<file path="src/dttc_pkg.sv">
// ----------------------------------------------------------------------------
// Turn-taking controller package
// Shared types and constants for the controller, the datapath and the top
// level of the full-duplex turn-taking controller.
// ----------------------------------------------------------------------------
package dttc_pkg;

  localparam int TIME_BITS = 48;
  localparam int LAT_BITS = 32;
  localparam int FRAC_BITS = 8;
  localparam int MEAN_W = LAT_BITS + FRAC_BITS;
  localparam int DIV_CNT_W = $clog2(MEAN_W);
  localparam int SIG_W = 2;

  localparam logic [SIG_W-1:0] SIG_YIELD = 2'd1;
  localparam logic [SIG_W-1:0] SIG_BACK = 2'd2;

  typedef enum logic [2:0] {
    REQ_USER,
    REQ_AGENT,
    REQ_SILENCE,
    REQ_START,
    REQ_FIRST,
    REQ_CANCEL,
    REQ_END,
    REQ_FALLBACK
  } req_e;

  typedef enum logic [2:0] {
    PH_IDLE,
    PH_USER,
    PH_AGENT,
    PH_OVERLAP,
    PH_BACK
  } phase_e;

  typedef enum logic [2:0] {
    ACT_NONE,
    ACT_START,
    ACT_CANCEL,
    ACT_FLUSH,
    ACT_BACKCH,
    ACT_YIELD
  } act_e;

  typedef enum logic [2:0] {
    ST_IDLE,
    ST_EXEC,
    ST_PREP,
    ST_DIV,
    ST_UPD,
    ST_DONE
  } state_e;

  typedef struct packed {
    logic load;
    logic exec;
    logic prep;
    logic div_step;
    logic upd;
    logic out_load;
  } dp_cmd_t;

  typedef struct packed {
    logic need_div;
    logic div_done;
  } dp_sts_t;

endpackage

</file>
<file path="src/duplex_turn_taking_controller_top.sv">
// ----------------------------------------------------------------------------
// Full-duplex turn-taking controller
// Tracks the floor between a user and an agent over timestamped voice
// events and returns one action and bookkeeping snapshot per event.
// ----------------------------------------------------------------------------
// One request is in work at a time. A first-byte request while streaming
// with more than one output started also runs the bit-serial divider, which
// produces one bit of the 40-bit latency mean correction per cycle. The
// result sits in an output register, so a new request is accepted while the
// previous result waits to be taken.
module duplex_turn_taking_controller_top #(
  parameter int COUNT_BITS = 32
) (
  input  logic         clk_i,
  input  logic         rst_ni,
  input  logic         s_axis_tvalid,
  output logic         s_axis_tready,
  // time_ms[47:0], turn_signal[49:48], fallback_value[50], zero fill above.
  input  logic [55:0]  s_axis_tdata,
  // req_type[2:0].
  input  logic [2:0]   s_axis_tuser,
  output logic         m_axis_tvalid,
  input  logic         m_axis_tready,
  // action[2:0], status[3], phase_now[6:4], interrupted[7], streaming_now[8],
  // cancelled_now[9], turn_number[41:10], user_chunk_count[73:42],
  // agent_chunk_count[105:74], interrupt_count[137:106],
  // mean_latency[177:138], output_count[209:178], zero fill above.
  output logic [215:0] m_axis_tdata
);

  dttc_pkg::dp_cmd_t cmd;
  dttc_pkg::dp_sts_t sts;

  logic [2:0] action, phase_now;
  logic status, interrupted, streaming_now, cancelled_now;
  logic [31:0] turn_number, user_cnt, agent_cnt, intr_cnt, out_cnt;
  logic [dttc_pkg::MEAN_W-1:0] mean_latency;

  dttc_ctrl u_ctrl (
    .clk_i       (clk_i),
    .rst_ni      (rst_ni),
    .in_valid_i  (s_axis_tvalid),
    .in_ready_o  (s_axis_tready),
    .out_valid_o (m_axis_tvalid),
    .out_ready_i (m_axis_tready),
    .sts_i       (sts),
    .cmd_o       (cmd)
  );

  dttc_datapath #(
    .COUNT_BITS (COUNT_BITS)
  ) u_datapath (
    .clk_i             (clk_i),
    .rst_ni            (rst_ni),
    .cmd_i             (cmd),
    .sts_o             (sts),
    .in_req_i          (s_axis_tuser),
    .in_time_i         (s_axis_tdata[47:0]),
    .in_sig_i          (s_axis_tdata[49:48]),
    .in_fb_i           (s_axis_tdata[50]),
    .out_action_o      (action),
    .out_status_o      (status),
    .out_phase_o       (phase_now),
    .out_interrupted_o (interrupted),
    .out_streaming_o   (streaming_now),
    .out_cancelled_o   (cancelled_now),
    .out_turn_o        (turn_number),
    .out_user_o        (user_cnt),
    .out_agent_o       (agent_cnt),
    .out_intr_o        (intr_cnt),
    .out_mean_o        (mean_latency),
    .out_outputs_o     (out_cnt)
  );

  assign m_axis_tdata = {6'b0, out_cnt, mean_latency, intr_cnt, agent_cnt, user_cnt,
                         turn_number, cancelled_now, streaming_now, interrupted,
                         phase_now, status, action};

endmodule

</file>
<file path="src/dttc_ctrl.sv">
// ----------------------------------------------------------------------------
// Turn-taking controller sequencer
// State machine that accepts one request, steps the datapath through the
// event update and the serial mean divide, and hands the result to the
// output register.
// ----------------------------------------------------------------------------
module dttc_ctrl (
  input  logic              clk_i,
  input  logic              rst_ni,
  input  logic              in_valid_i,
  output logic              in_ready_o,
  output logic              out_valid_o,
  input  logic              out_ready_i,
  input  dttc_pkg::dp_sts_t sts_i,
  output dttc_pkg::dp_cmd_t cmd_o
);

  dttc_pkg::state_e state_q, state_d;
  logic out_valid_q, out_valid_d;

  always_ff @(posedge clk_i or negedge rst_ni) begin
    if (!rst_ni) begin
      state_q <= dttc_pkg::ST_IDLE;
      out_valid_q <= 1'b0;
    end else begin
      state_q <= state_d;
      out_valid_q <= out_valid_d;
    end
  end

  always_comb begin
    state_d = state_q;
    cmd_o = '0;
    in_ready_o = 1'b0;
    case (state_q)
      dttc_pkg::ST_IDLE: begin
        in_ready_o = 1'b1;
        if (in_valid_i) begin
          cmd_o.load = 1'b1;
          state_d = dttc_pkg::ST_EXEC;
        end
      end
      dttc_pkg::ST_EXEC: begin
        cmd_o.exec = 1'b1;
        state_d = sts_i.need_div ? dttc_pkg::ST_PREP : dttc_pkg::ST_DONE;
      end
      dttc_pkg::ST_PREP: begin
        cmd_o.prep = 1'b1;
        state_d = dttc_pkg::ST_DIV;
      end
      dttc_pkg::ST_DIV: begin
        cmd_o.div_step = 1'b1;
        if (sts_i.div_done) begin
          state_d = dttc_pkg::ST_UPD;
        end
      end
      dttc_pkg::ST_UPD: begin
        cmd_o.upd = 1'b1;
        state_d = dttc_pkg::ST_DONE;
      end
      dttc_pkg::ST_DONE: begin
        if (!out_valid_q || out_ready_i) begin
          cmd_o.out_load = 1'b1;
          state_d = dttc_pkg::ST_IDLE;
        end
      end
      default: begin
        state_d = dttc_pkg::ST_IDLE;
      end
    endcase
  end

  always_comb begin
    out_valid_d = out_valid_q;
    if (cmd_o.out_load) begin
      out_valid_d = 1'b1;
    end else if (out_ready_i) begin
      out_valid_d = 1'b0;
    end
  end

  assign out_valid_o = out_valid_q;

  a_accept_to_exec: assert property (@(posedge clk_i) disable iff (!rst_ni)
    (in_valid_i && in_ready_o) |=> (state_q == dttc_pkg::ST_EXEC))
    else $error("accepted request did not enter execution");

  a_one_cmd: assert property (@(posedge clk_i) disable iff (!rst_ni)
    $onehot0(cmd_o))
    else $error("more than one datapath command in a cycle");

  a_upd_after_div: assert property (@(posedge clk_i) disable iff (!rst_ni)
    (state_q == dttc_pkg::ST_UPD) |-> ($past(state_q) == dttc_pkg::ST_DIV))
    else $error("mean update without a finished divide");

  a_done_holds: assert property (@(posedge clk_i) disable iff (!rst_ni)
    (state_q == dttc_pkg::ST_DONE && out_valid_q && !out_ready_i)
      |=> (state_q == dttc_pkg::ST_DONE))
    else $error("result overwrote an unread output");

endmodule

</file>
<file path="src/dttc_datapath.sv">
// ----------------------------------------------------------------------------
// Turn-taking controller datapath
// Phase and bookkeeping registers, the per-event update, the first-byte
// latency path with its bit-serial divider, and the output register.
// ----------------------------------------------------------------------------
module dttc_datapath #(
  parameter int COUNT_BITS = 32
) (
  input  logic                             clk_i,
  input  logic                             rst_ni,
  input  dttc_pkg::dp_cmd_t                cmd_i,
  output dttc_pkg::dp_sts_t                sts_o,
  input  logic [2:0]                       in_req_i,
  input  logic [dttc_pkg::TIME_BITS-1:0]   in_time_i,
  input  logic [dttc_pkg::SIG_W-1:0]       in_sig_i,
  input  logic                             in_fb_i,
  output logic [2:0]                       out_action_o,
  output logic                             out_status_o,
  output logic [2:0]                       out_phase_o,
  output logic                             out_interrupted_o,
  output logic                             out_streaming_o,
  output logic                             out_cancelled_o,
  output logic [31:0]                      out_turn_o,
  output logic [31:0]                      out_user_o,
  output logic [31:0]                      out_agent_o,
  output logic [31:0]                      out_intr_o,
  output logic [dttc_pkg::MEAN_W-1:0]      out_mean_o,
  output logic [31:0]                      out_outputs_o
);

  localparam int TB = dttc_pkg::TIME_BITS;
  localparam int MW = dttc_pkg::MEAN_W;
  localparam int CW = dttc_pkg::DIV_CNT_W;
  localparam logic [COUNT_BITS-1:0] CNT_MAX = '1;

  function automatic logic [COUNT_BITS-1:0] sat_inc(input logic [COUNT_BITS-1:0] v);
    return (v == CNT_MAX) ? v : v + COUNT_BITS'(1);
  endfunction

  dttc_pkg::req_e req_q;
  logic [TB-1:0] time_q;
  logic [dttc_pkg::SIG_W-1:0] sig_q;
  logic fb_q;

  dttc_pkg::phase_e phase_q, phase_d;
  logic [COUNT_BITS-1:0] turn_q, turn_d;
  logic [COUNT_BITS-1:0] user_q, user_d;
  logic [COUNT_BITS-1:0] agent_q, agent_d;
  logic [COUNT_BITS-1:0] intr_total_q, intr_total_d;
  logic [COUNT_BITS-1:0] outs_q, outs_d;
  logic intr_flag_q, intr_flag_d;
  logic stream_q, stream_d;
  logic cancel_q, cancel_d;
  logic fallback_q, fallback_d;
  logic [TB-1:0] req_time_q, req_time_d;
  logic [MW-1:0] mean_q, mean_d;
  dttc_pkg::act_e act_q, act_d;
  logic status_q, status_d;

  logic [TB:0] tdiff;
  logic [dttc_pkg::LAT_BITS-1:0] lat;
  logic [MW-1:0] latf_c, latf_q;
  logic sign_q;
  logic [COUNT_BITS:0] rem_q, trial;
  logic [MW-1:0] quo_q;
  logic [CW-1:0] cnt_q;
  logic ge;

  always_ff @(posedge clk_i) begin
    if (cmd_i.load) begin
      req_q <= dttc_pkg::req_e'(in_req_i);
      time_q <= in_time_i;
      sig_q <= in_sig_i;
      fb_q <= in_fb_i;
    end
  end

  always_comb begin
    tdiff = {1'b0, time_q} - {1'b0, req_time_q};
    if (tdiff[TB]) begin
      lat = '0;
    end else if (|tdiff[TB-1:dttc_pkg::LAT_BITS]) begin
      lat = '1;
    end else begin
      lat = tdiff[dttc_pkg::LAT_BITS-1:0];
    end
    latf_c = MW'(lat) << dttc_pkg::FRAC_BITS;
  end

  assign sts_o.need_div = (req_q == dttc_pkg::REQ_FIRST) && stream_q &&
                          (outs_q > COUNT_BITS'(1));
  assign sts_o.div_done = (cnt_q == CW'(MW - 1));

  always_comb begin
    phase_d = phase_q;
    turn_d = turn_q;
    user_d = user_q;
    agent_d = agent_q;
    intr_total_d = intr_total_q;
    outs_d = outs_q;
    intr_flag_d = intr_flag_q;
    stream_d = stream_q;
    cancel_d = cancel_q;
    fallback_d = fallback_q;
    req_time_d = req_time_q;
    mean_d = mean_q;
    act_d = dttc_pkg::ACT_NONE;
    status_d = 1'b0;
    case (req_q)
      dttc_pkg::REQ_USER: begin
        user_d = sat_inc(user_q);
        if (fallback_q) begin
          if (phase_q == dttc_pkg::PH_AGENT || phase_q == dttc_pkg::PH_OVERLAP) begin
            intr_flag_d = 1'b1;
            intr_total_d = sat_inc(intr_total_q);
            if (stream_q) begin
              cancel_d = 1'b1;
              stream_d = 1'b0;
            end
            act_d = dttc_pkg::ACT_CANCEL;
          end
          phase_d = dttc_pkg::PH_USER;
        end else begin
          case (phase_q)
            dttc_pkg::PH_IDLE: begin
              turn_d = turn_q + COUNT_BITS'(1);
              agent_d = '0;
              user_d = COUNT_BITS'(1);
              if (sig_q == dttc_pkg::SIG_YIELD) begin
                phase_d = dttc_pkg::PH_AGENT;
                act_d = dttc_pkg::ACT_START;
              end else begin
                phase_d = dttc_pkg::PH_USER;
              end
            end
            dttc_pkg::PH_AGENT: begin
              if (sig_q != dttc_pkg::SIG_BACK) begin
                phase_d = dttc_pkg::PH_OVERLAP;
                intr_flag_d = 1'b1;
                intr_total_d = sat_inc(intr_total_q);
                if (stream_q) begin
                  cancel_d = 1'b1;
                  stream_d = 1'b0;
                end
                act_d = dttc_pkg::ACT_CANCEL;
              end
            end
            default: begin
              if (sig_q == dttc_pkg::SIG_YIELD) begin
                phase_d = dttc_pkg::PH_AGENT;
                turn_d = turn_q + COUNT_BITS'(1);
                user_d = '0;
                agent_d = '0;
                act_d = dttc_pkg::ACT_START;
              end
            end
          endcase
        end
      end
      dttc_pkg::REQ_AGENT: begin
        act_d = dttc_pkg::ACT_FLUSH;
        agent_d = sat_inc(agent_q);
        case (phase_q)
          dttc_pkg::PH_IDLE: begin
            phase_d = dttc_pkg::PH_AGENT;
            turn_d = turn_q + COUNT_BITS'(1);
            user_d = '0;
            agent_d = COUNT_BITS'(1);
          end
          dttc_pkg::PH_USER: begin
            if (sig_q == dttc_pkg::SIG_BACK) begin
              phase_d = dttc_pkg::PH_BACK;
              act_d = dttc_pkg::ACT_BACKCH;
            end else begin
              phase_d = dttc_pkg::PH_OVERLAP;
            end
          end
          dttc_pkg::PH_AGENT: begin
            if (sig_q == dttc_pkg::SIG_YIELD) begin
              phase_d = dttc_pkg::PH_IDLE;
              stream_d = 1'b0;
              act_d = dttc_pkg::ACT_YIELD;
            end
          end
          dttc_pkg::PH_OVERLAP: begin
            if (sig_q == dttc_pkg::SIG_YIELD) begin
              phase_d = dttc_pkg::PH_USER;
              turn_d = turn_q + COUNT_BITS'(1);
              user_d = '0;
              agent_d = '0;
              stream_d = 1'b0;
              intr_flag_d = 1'b0;
              act_d = dttc_pkg::ACT_CANCEL;
            end
          end
          default: begin
            if (sig_q == dttc_pkg::SIG_YIELD) begin
              phase_d = dttc_pkg::PH_USER;
              act_d = dttc_pkg::ACT_YIELD;
            end
          end
        endcase
      end
      dttc_pkg::REQ_SILENCE: begin
        if (phase_q == dttc_pkg::PH_USER) begin
          phase_d = dttc_pkg::PH_AGENT;
          turn_d = turn_q + COUNT_BITS'(1);
          user_d = '0;
          agent_d = '0;
          act_d = dttc_pkg::ACT_START;
        end else if (phase_q == dttc_pkg::PH_OVERLAP) begin
          phase_d = dttc_pkg::PH_USER;
          turn_d = turn_q + COUNT_BITS'(1);
          user_d = '0;
          agent_d = '0;
          stream_d = 1'b0;
          act_d = dttc_pkg::ACT_CANCEL;
        end
      end
      dttc_pkg::REQ_START: begin
        req_time_d = time_q;
        stream_d = 1'b1;
        cancel_d = 1'b0;
        outs_d = sat_inc(outs_q);
      end
      dttc_pkg::REQ_FIRST: begin
        if (!stream_q) begin
          status_d = 1'b1;
        end else if (outs_q <= COUNT_BITS'(1)) begin
          mean_d = latf_c;
        end
      end
      dttc_pkg::REQ_CANCEL, dttc_pkg::REQ_END: begin
        if (req_q == dttc_pkg::REQ_CANCEL) begin
          cancel_d = 1'b1;
        end
        stream_d = 1'b0;
        if (phase_q == dttc_pkg::PH_AGENT) begin
          phase_d = dttc_pkg::PH_IDLE;
        end else if (phase_q == dttc_pkg::PH_OVERLAP) begin
          phase_d = dttc_pkg::PH_USER;
        end
      end
      default: begin
        fallback_d = fb_q;
        if (fb_q && phase_q == dttc_pkg::PH_OVERLAP) begin
          phase_d = dttc_pkg::PH_USER;
        end
      end
    endcase
  end

  always_ff @(posedge clk_i or negedge rst_ni) begin
    if (!rst_ni) begin
      phase_q <= dttc_pkg::PH_IDLE;
      turn_q <= '0;
      user_q <= '0;
      agent_q <= '0;
      intr_total_q <= '0;
      outs_q <= '0;
      intr_flag_q <= 1'b0;
      stream_q <= 1'b0;
      cancel_q <= 1'b0;
      fallback_q <= 1'b0;
      req_time_q <= '0;
      mean_q <= '0;
    end else if (cmd_i.exec) begin
      phase_q <= phase_d;
      turn_q <= turn_d;
      user_q <= user_d;
      agent_q <= agent_d;
      intr_total_q <= intr_total_d;
      outs_q <= outs_d;
      intr_flag_q <= intr_flag_d;
      stream_q <= stream_d;
      cancel_q <= cancel_d;
      fallback_q <= fallback_d;
      req_time_q <= req_time_d;
      mean_q <= mean_d;
    end else if (cmd_i.upd) begin
      mean_q <= sign_q ? (mean_q + quo_q) : (mean_q - quo_q);
    end
  end

  always_ff @(posedge clk_i) begin
    if (cmd_i.exec) begin
      act_q <= act_d;
      status_q <= status_d;
      latf_q <= latf_c;
    end
  end

  // Restoring divide, one quotient bit per cycle; the dividend shifts out of
  // the top of quo_q as the quotient shifts in at the bottom.
  assign trial = {rem_q[COUNT_BITS-1:0], quo_q[MW-1]};
  assign ge = (trial >= {1'b0, outs_q});

  always_ff @(posedge clk_i) begin
    if (cmd_i.prep) begin
      sign_q <= (latf_q >= mean_q);
      quo_q <= (latf_q >= mean_q) ? (latf_q - mean_q) : (mean_q - latf_q);
      rem_q <= '0;
      cnt_q <= '0;
    end else if (cmd_i.div_step) begin
      rem_q <= ge ? (trial - {1'b0, outs_q}) : trial;
      quo_q <= {quo_q[MW-2:0], ge};
      cnt_q <= cnt_q + CW'(1);
    end
  end

  always_ff @(posedge clk_i) begin
    if (cmd_i.out_load) begin
      out_action_o <= act_q;
      out_status_o <= status_q;
      out_phase_o <= phase_q;
      out_interrupted_o <= (phase_q == dttc_pkg::PH_OVERLAP) || intr_flag_q;
      out_streaming_o <= stream_q;
      out_cancelled_o <= cancel_q;
      out_turn_o <= 32'(turn_q);
      out_user_o <= 32'(user_q);
      out_agent_o <= 32'(agent_q);
      out_intr_o <= 32'(intr_total_q);
      out_mean_o <= mean_q;
      out_outputs_o <= 32'(outs_q);
    end
  end

endmodule

</file>
<file path="config.mk">
export PLATFORM = sky130hd
export DESIGN_NAME = duplex_turn_taking_controller_top
export DESIGN_NICKNAME = d
export VERILOG_FILES = /design/src/dttc_pkg.sv /design/src/duplex_turn_taking_controller_top.sv /design/src/dttc_ctrl.sv /design/src/dttc_datapath.sv
export SDC_FILE = /design/constraint.sdc
export NUM_CORES = 1
export LEC_CHECK = 0
export ABC_AREA = 1
export BUFFER_PORTS_ARGS = -buffer_cell sky130_fd_sc_hd__buf_2
export CORE_MARGIN = 3
export CORE_UTILIZATION = 55
export CTS_CLUSTER_DIAMETER = 150
export DETAILED_ROUTE_END_ITERATION = 8
export GPL_TIMING_DRIVEN = 0
export PLACE_DENSITY = 0.74
export SLEW_MARGIN = 20
export SYNTH_ARGS = -nofsm -noshare
export SYNTH_HDL_FRONTEND = slang
export SYNTH_SLANG_ARGS = --single-unit
</file>
<file path="constraint.sdc">
create_clock -name clk_i -period 12.6 [get_ports clk_i]
set_clock_uncertainty 0.1 [all_clocks]
set_input_delay 3.78 -clock clk_i [delete_from_list [all_inputs] [get_ports clk_i]]
set_output_delay 3.78 -clock clk_i [all_outputs]
set_load 0.005 [all_outputs]
</file>
Word level (Yosys, flattened, before mapping). Cells that the tools add are included.

Register bits after elaboration: 638. Latch bits: 0. RAM bits: 0. Bits in read-only memories: 0. Input port bits: 63. Output and inout bits: 218. Word-level logic and storage cells: 245. Memories kept: 0.

Add/subtract/negate cells: 12. $mul: 0. Divide/modulo/power cells: 0. Order comparisons: 4. Equal/unequal tests: 48. Shift-type cells: 0. Multiplexer cells: 103. Bitwise operators: 3. Reductions and logical operators: 38.

Operators by type and width (count): 32-bit two-way mux (21); 32-bit one-hot mux with 2 select lines (6); 40-bit two-way mux (9); 32-bit one-hot mux with 3 select lines (3); 32-bit by 1-bit adder with 32-bit output, second input constant (5); 32-bit == test, second input constant (4); 40-bit subtractor (3); 3-bit two-way mux (18); 48-bit by 48-bit subtractor with 49-bit output (1); 40-bit adder (1); 40-bit greater-or-equal comparator (1); 33-bit by 32-bit greater-or-equal comparator with 1-bit output (1); 1-bit two-way mux (33); 32-bit by 1-bit greater-than comparator with 1-bit output, second input constant (1); 32-bit by 1-bit less-or-equal comparator with 1-bit output, second input constant (1); 32-bit subtractor (1); 3-bit one-hot mux with 3 select lines (3); 3-bit by 2-bit == test with 1-bit output, second input constant (6); 3-bit one-hot mux with 6 select lines (1); 6-bit AND reduction (3); 2-bit by 1-bit != test with 1-bit output, second input constant (8); 2-bit != test, second input constant (8); 16-bit OR reduction (1); 3-bit == test, second input constant (5); other kinds (32) (64).

Longest topological paths before layout.
Depth after elaboration: 8. Gate-level depth with buffers: 26. Gate-level depth less buffers: 26.

Cells and area by module. Synthesis repeated with hierarchy kept, for this count alone.

Cells, all modules: 4968. Area, all modules: 39665.5 um2.

By module, submodules not included: dttc_datapath (times used 1, cells each 4914, area an instance 39300.2 um2, seq. area each 17381.7 um2); dttc_ctrl (times used 1, cells each 43, area an instance 286.5 um2, seq. area each 100.1 um2); duplex_turn_taking_controller_top (times used 1, cells each 11, area an instance 78.8 um2, seq. area each 0.0 um2).

Least setup slack after synthesis. No wires, ideal clock.

Path kind: input -> register. Start: input m_axis_tready. End: register u_datapath.out_action_o[0] (enable). Setup time: 783 ps. Data arrival time: 12483 ps. Data required time: 11717 ps. Setup slack: -766 ps. Stages on the path: 2. Buffers on the path: 0. Path through: nor2_1 > nor2_1.

RTL lines: start, declared (line duplex_turn_taking_controller_top.sv:23) `input logic m_axis_tready,`; end signal, assigned (line dttc_datapath.sv:313) `out_action_o <= act_q;`; end, declared (line dttc_datapath.sv:17) `output logic [2:0] out_action_o,`.

Worst setup path after layout.
Start: register u_ctrl.state_q[1]. End: output s_axis_tready.

Longest elaborated chain between the ends: 2.

Ends and longest elaborated chain: start, declared (line dttc_ctrl.sv:18) `dttc_pkg::state_e state_q, state_d;`; start signal, assigned (line dttc_ctrl.sv:23) `state_q <= dttc_pkg::ST_IDLE;`; start signal, assigned (line dttc_ctrl.sv:26) `state_q <= state_d;`; 3-bit logical NOT (line dttc_ctrl.sv:35) `case (state_q)`; 1-bit two-way mux (line dttc_ctrl.sv:35); end, declared (line duplex_turn_taking_controller_top.sv:17) `output logic s_axis_tready,`.

No other way between the ends.

==> flow_summary.toml <==
[yosys]
postSynthAreaPerCell_um2 = 7.88
async_flop_share = 0.406
synthTopCellsByArea = "edfxtp_1, dfrtp_1, nand2_1"
synth_top_area_frac = 0.254
synth_cells = 5109
yosys.area.top_type = "edfxtp_1"
synth-main-ff-cell = "edfxtp_1"
ys_ff_latch = 638
synth_edf_count = 341
ys_seq_area_frac = 0.434
yosysWarnings = 0
ys_types = 79
syn-cell-area_um2 = 40300
ys_top_cells_by_count = "nand2_1, inv_1, nor2_1, edfxtp_1, o21ai_0"
synth.most_common_cell = "nand2_1"

[power]
leakage_nw = 21.2
ir_drop_uv = 252
powerDensity_nw_per_um2 = 276

[timing]
rsz0062_at_grt = "false"
slew_viol_final = 0
tightest_slew_ps = 1090
period_needed_ps = 5580
setup_viol = 0
max_freq_mhz = 179
final_hold_viol_count = 0
fin_crit_sh = 0.443
fin_tns_setup_ps = 0
slew_headroom = 0.269

[outcome]
status = "complete, no violations"

[detailed_routing]
totalWireLength_um = 129000
drc = 0
wl_per_cell_um = 19.8
ant_nets = 0
dr_total_vias = 36338
via_per_inst = 5.60
first_pass_iters = 6
drt_first_iter_violations = 3498

[cts]
clock-sinks = 638
cts.hold.buffers_added = 0
clkLatencyLatePin_ps = 640
cts.reportedPaths.clkPinSlew_ps = 60
cts_resized = 0
postCtsSetupBuffers = 0
cts_tree = "built"
numCtsBuffers = 71
htree_levels = 3
cts_buffer_depth = 3
cts-root-buf = "clkbuf_16"

[worst_setup_path]
worstSetupStartpointType = "flip-flop"
crit_path_end_kind = "output pin"
cp_max_fo = 4
ff2ff_path_depth = 22
r2r-end = "u_datapath.mean_q[35]"
crit_path_max_incr_delay_ps = 410
cp_top_family = "flip-flops"
worst-setup-path-type = "reg2out"
cp.arrival_ps = 1700
reg2reg_slack_ps = 7780
slowest_stage = "dfrtp_1"
cp_cell_sequence = "nor2_1 -> nand2_1 -> inv_1 -> buf_2"
cp.required_ps = 8720
critical_path_buf_inv_count = 2
r2r-start = "u_datapath.quo_q[4]"

[global_route]
overflow = 0
grt_max_degree = 90
globalRouteTotalUtil = 0.328
first_global_vias = 34082
grt_pass1_wl_um = 197000
antenna_found_initial = 6

[finish]
finalNetCount = 5733
drive_gt1_frac = 0.100
syn_to_final_growth_pct = 13.4
nFillCells = 6445
final_cells = 6484

[place]
gpl.final_weighted_congestion = 1.01
io_buffers = 269
hpwl_um = 103000
placed_cells = 6348

[floorplanning]
core_um2 = 72000
initial_core_util = 0.560
dieArea_um2 = 76500
pin_count = 281
rows = 98
die_w_um = 277
die_h_um = 277

[flow_run]
drv_cap = 0

[worst_hold_path]
whs_path_depth = 0
hold_path_class = "reg2reg"
min_to = "u_datapath.out_user_o[18]"
hp-start = "u_datapath.user_q[18]"
-- power by group --
| group | internal, W | total (W) | switching (W) |
|---|---|---|---|
| Combinational | 0.00228 | 0.00710 | 0.00482 |
| Clock | 0.00126 | 0.00216 | 0.000904 |
| Sequential | 0.00289 | 0.00336 | 0.000477 |
-- registers in the layout (all words and copies together), names as in the netlist, 40 cells and up --
register               count
u_datapath.mean_q         40
u_datapath.quo_q          40
u_datapath.out_mean_o     40
u_datapath.time_q         48
u_datapath.req_time_q     48
-- cells by family (layout without fill, tap and decap cells) --
kind of cell | Yosys count | after routing | share of synthesized area
adders and majority gates | 199 | 199 | 0.0626
DFF | 638 | 638 | 0.434
and+or+nand+nor | 2224 | 2224 | 0.232
xor gates and xnor gates | 244 | 244 | 0.0531
AOI/OAI and AO/OA | 884 | 884 | 0.130
buffers and inverters | 918 | 1333 | 0.0885
muxes | 1 | 1 | 0.000280
other | 1 | 11 | 0.0000931
-- final cells by class --
| cell class | instances | area [um^2] | area share |
|---|---|---|---|
| antenna | 5 | 12.5 | 0.000274 |
| buffer | 114 | 544 | 0.0119 |
| clock buffer | 89 | 1860 | 0.0408 |
| clock inverter | 42 | 561 | 0.0123 |
| inverter | 804 | 3020 | 0.0662 |
| multi-input combinational | 3558 | 19300 | 0.422 |
| sequential | 638 | 17500 | 0.383 |
| tap | 950 | 1190 | 0.0260 |
| timing repair buffer | 284 | 1720 | 0.0376 |
-- metrics by stage --
| step | hold WS (ps) | utilization | cell area (um^2) | worst slack [ps] | total power [W] |
|---|---|---|---|---|---|
| finish | 317 | 0.634 | 45700 | 7020 | 0.0126 |
| global route | 331 | 0.634 | 45700 | 6910 | 0.0135 |
| CTS | 310 | 0.634 | 45600 | 7010 | 0.0125 |
| detailed placement | 305 | 0.600 | 43200 | 6940 | 0.0103 |
| global placement | 304 | 0.595 | 42800 | -21.6 | 0.0103 |
| floorplan | 300 | - | 40300 | 2740 | 0.00792 |
-- cells in the final DEF (no fill, tap or decap), drive strengths merged, types with 6 or more instances in the layout --
cell type / count
nand2: 1242
o22ai: 9
o31ai: 8
clkinv: 29
a221oi: 9
dfrtp: 259
or2: 12
o21bai: 24
xnor2: 64
nor4: 35
o2111ai: 12
o21ai: 358
inv: 803
o32ai: 8
buf: 328
nand3: 183
conb: 6
a21oi: 273
o21a: 22
a21o: 19
a31oi: 55
nand3b: 10
a21boi: 8
ha: 195
nand4: 77
a2bb2oi: 7
and3: 6
clkbuf: 159
o211ai: 18
nor2: 531
nor3: 114
bufinv: 9
edfxtp: 341
a211oi: 10
xor2: 180
a22oi: 12
nor3b: 6
dfxtp: 38
-- worst max-delay path by stage --
stage                                            end               from  cells past startpoint
after floorplan           u_datapath.out_action_o[0]      m_axis_tready                      2
after CTS                              s_axis_tready  u_ctrl.state_q[1]                      4
final                                  s_axis_tready  u_ctrl.state_q[1]                      4
after global placement     u_datapath.out_agent_o[8]      m_axis_tready                      3
after detailed placement  u_datapath.out_agent_o[27]      m_axis_tready                      7
after global routing                   s_axis_tready  u_ctrl.state_q[1]                      4
-- routing by layer --
layer  vias up  global-route usage  routed length, um
met5         -                   0                  0
met4         0               0.119               5020
met3       235              0.0433               9000
met2      1443               0.524              58400
met1     17133               0.459              56100
li1      17527                   -                  -
Note: power is estimated with default switching activity, not from simulation.
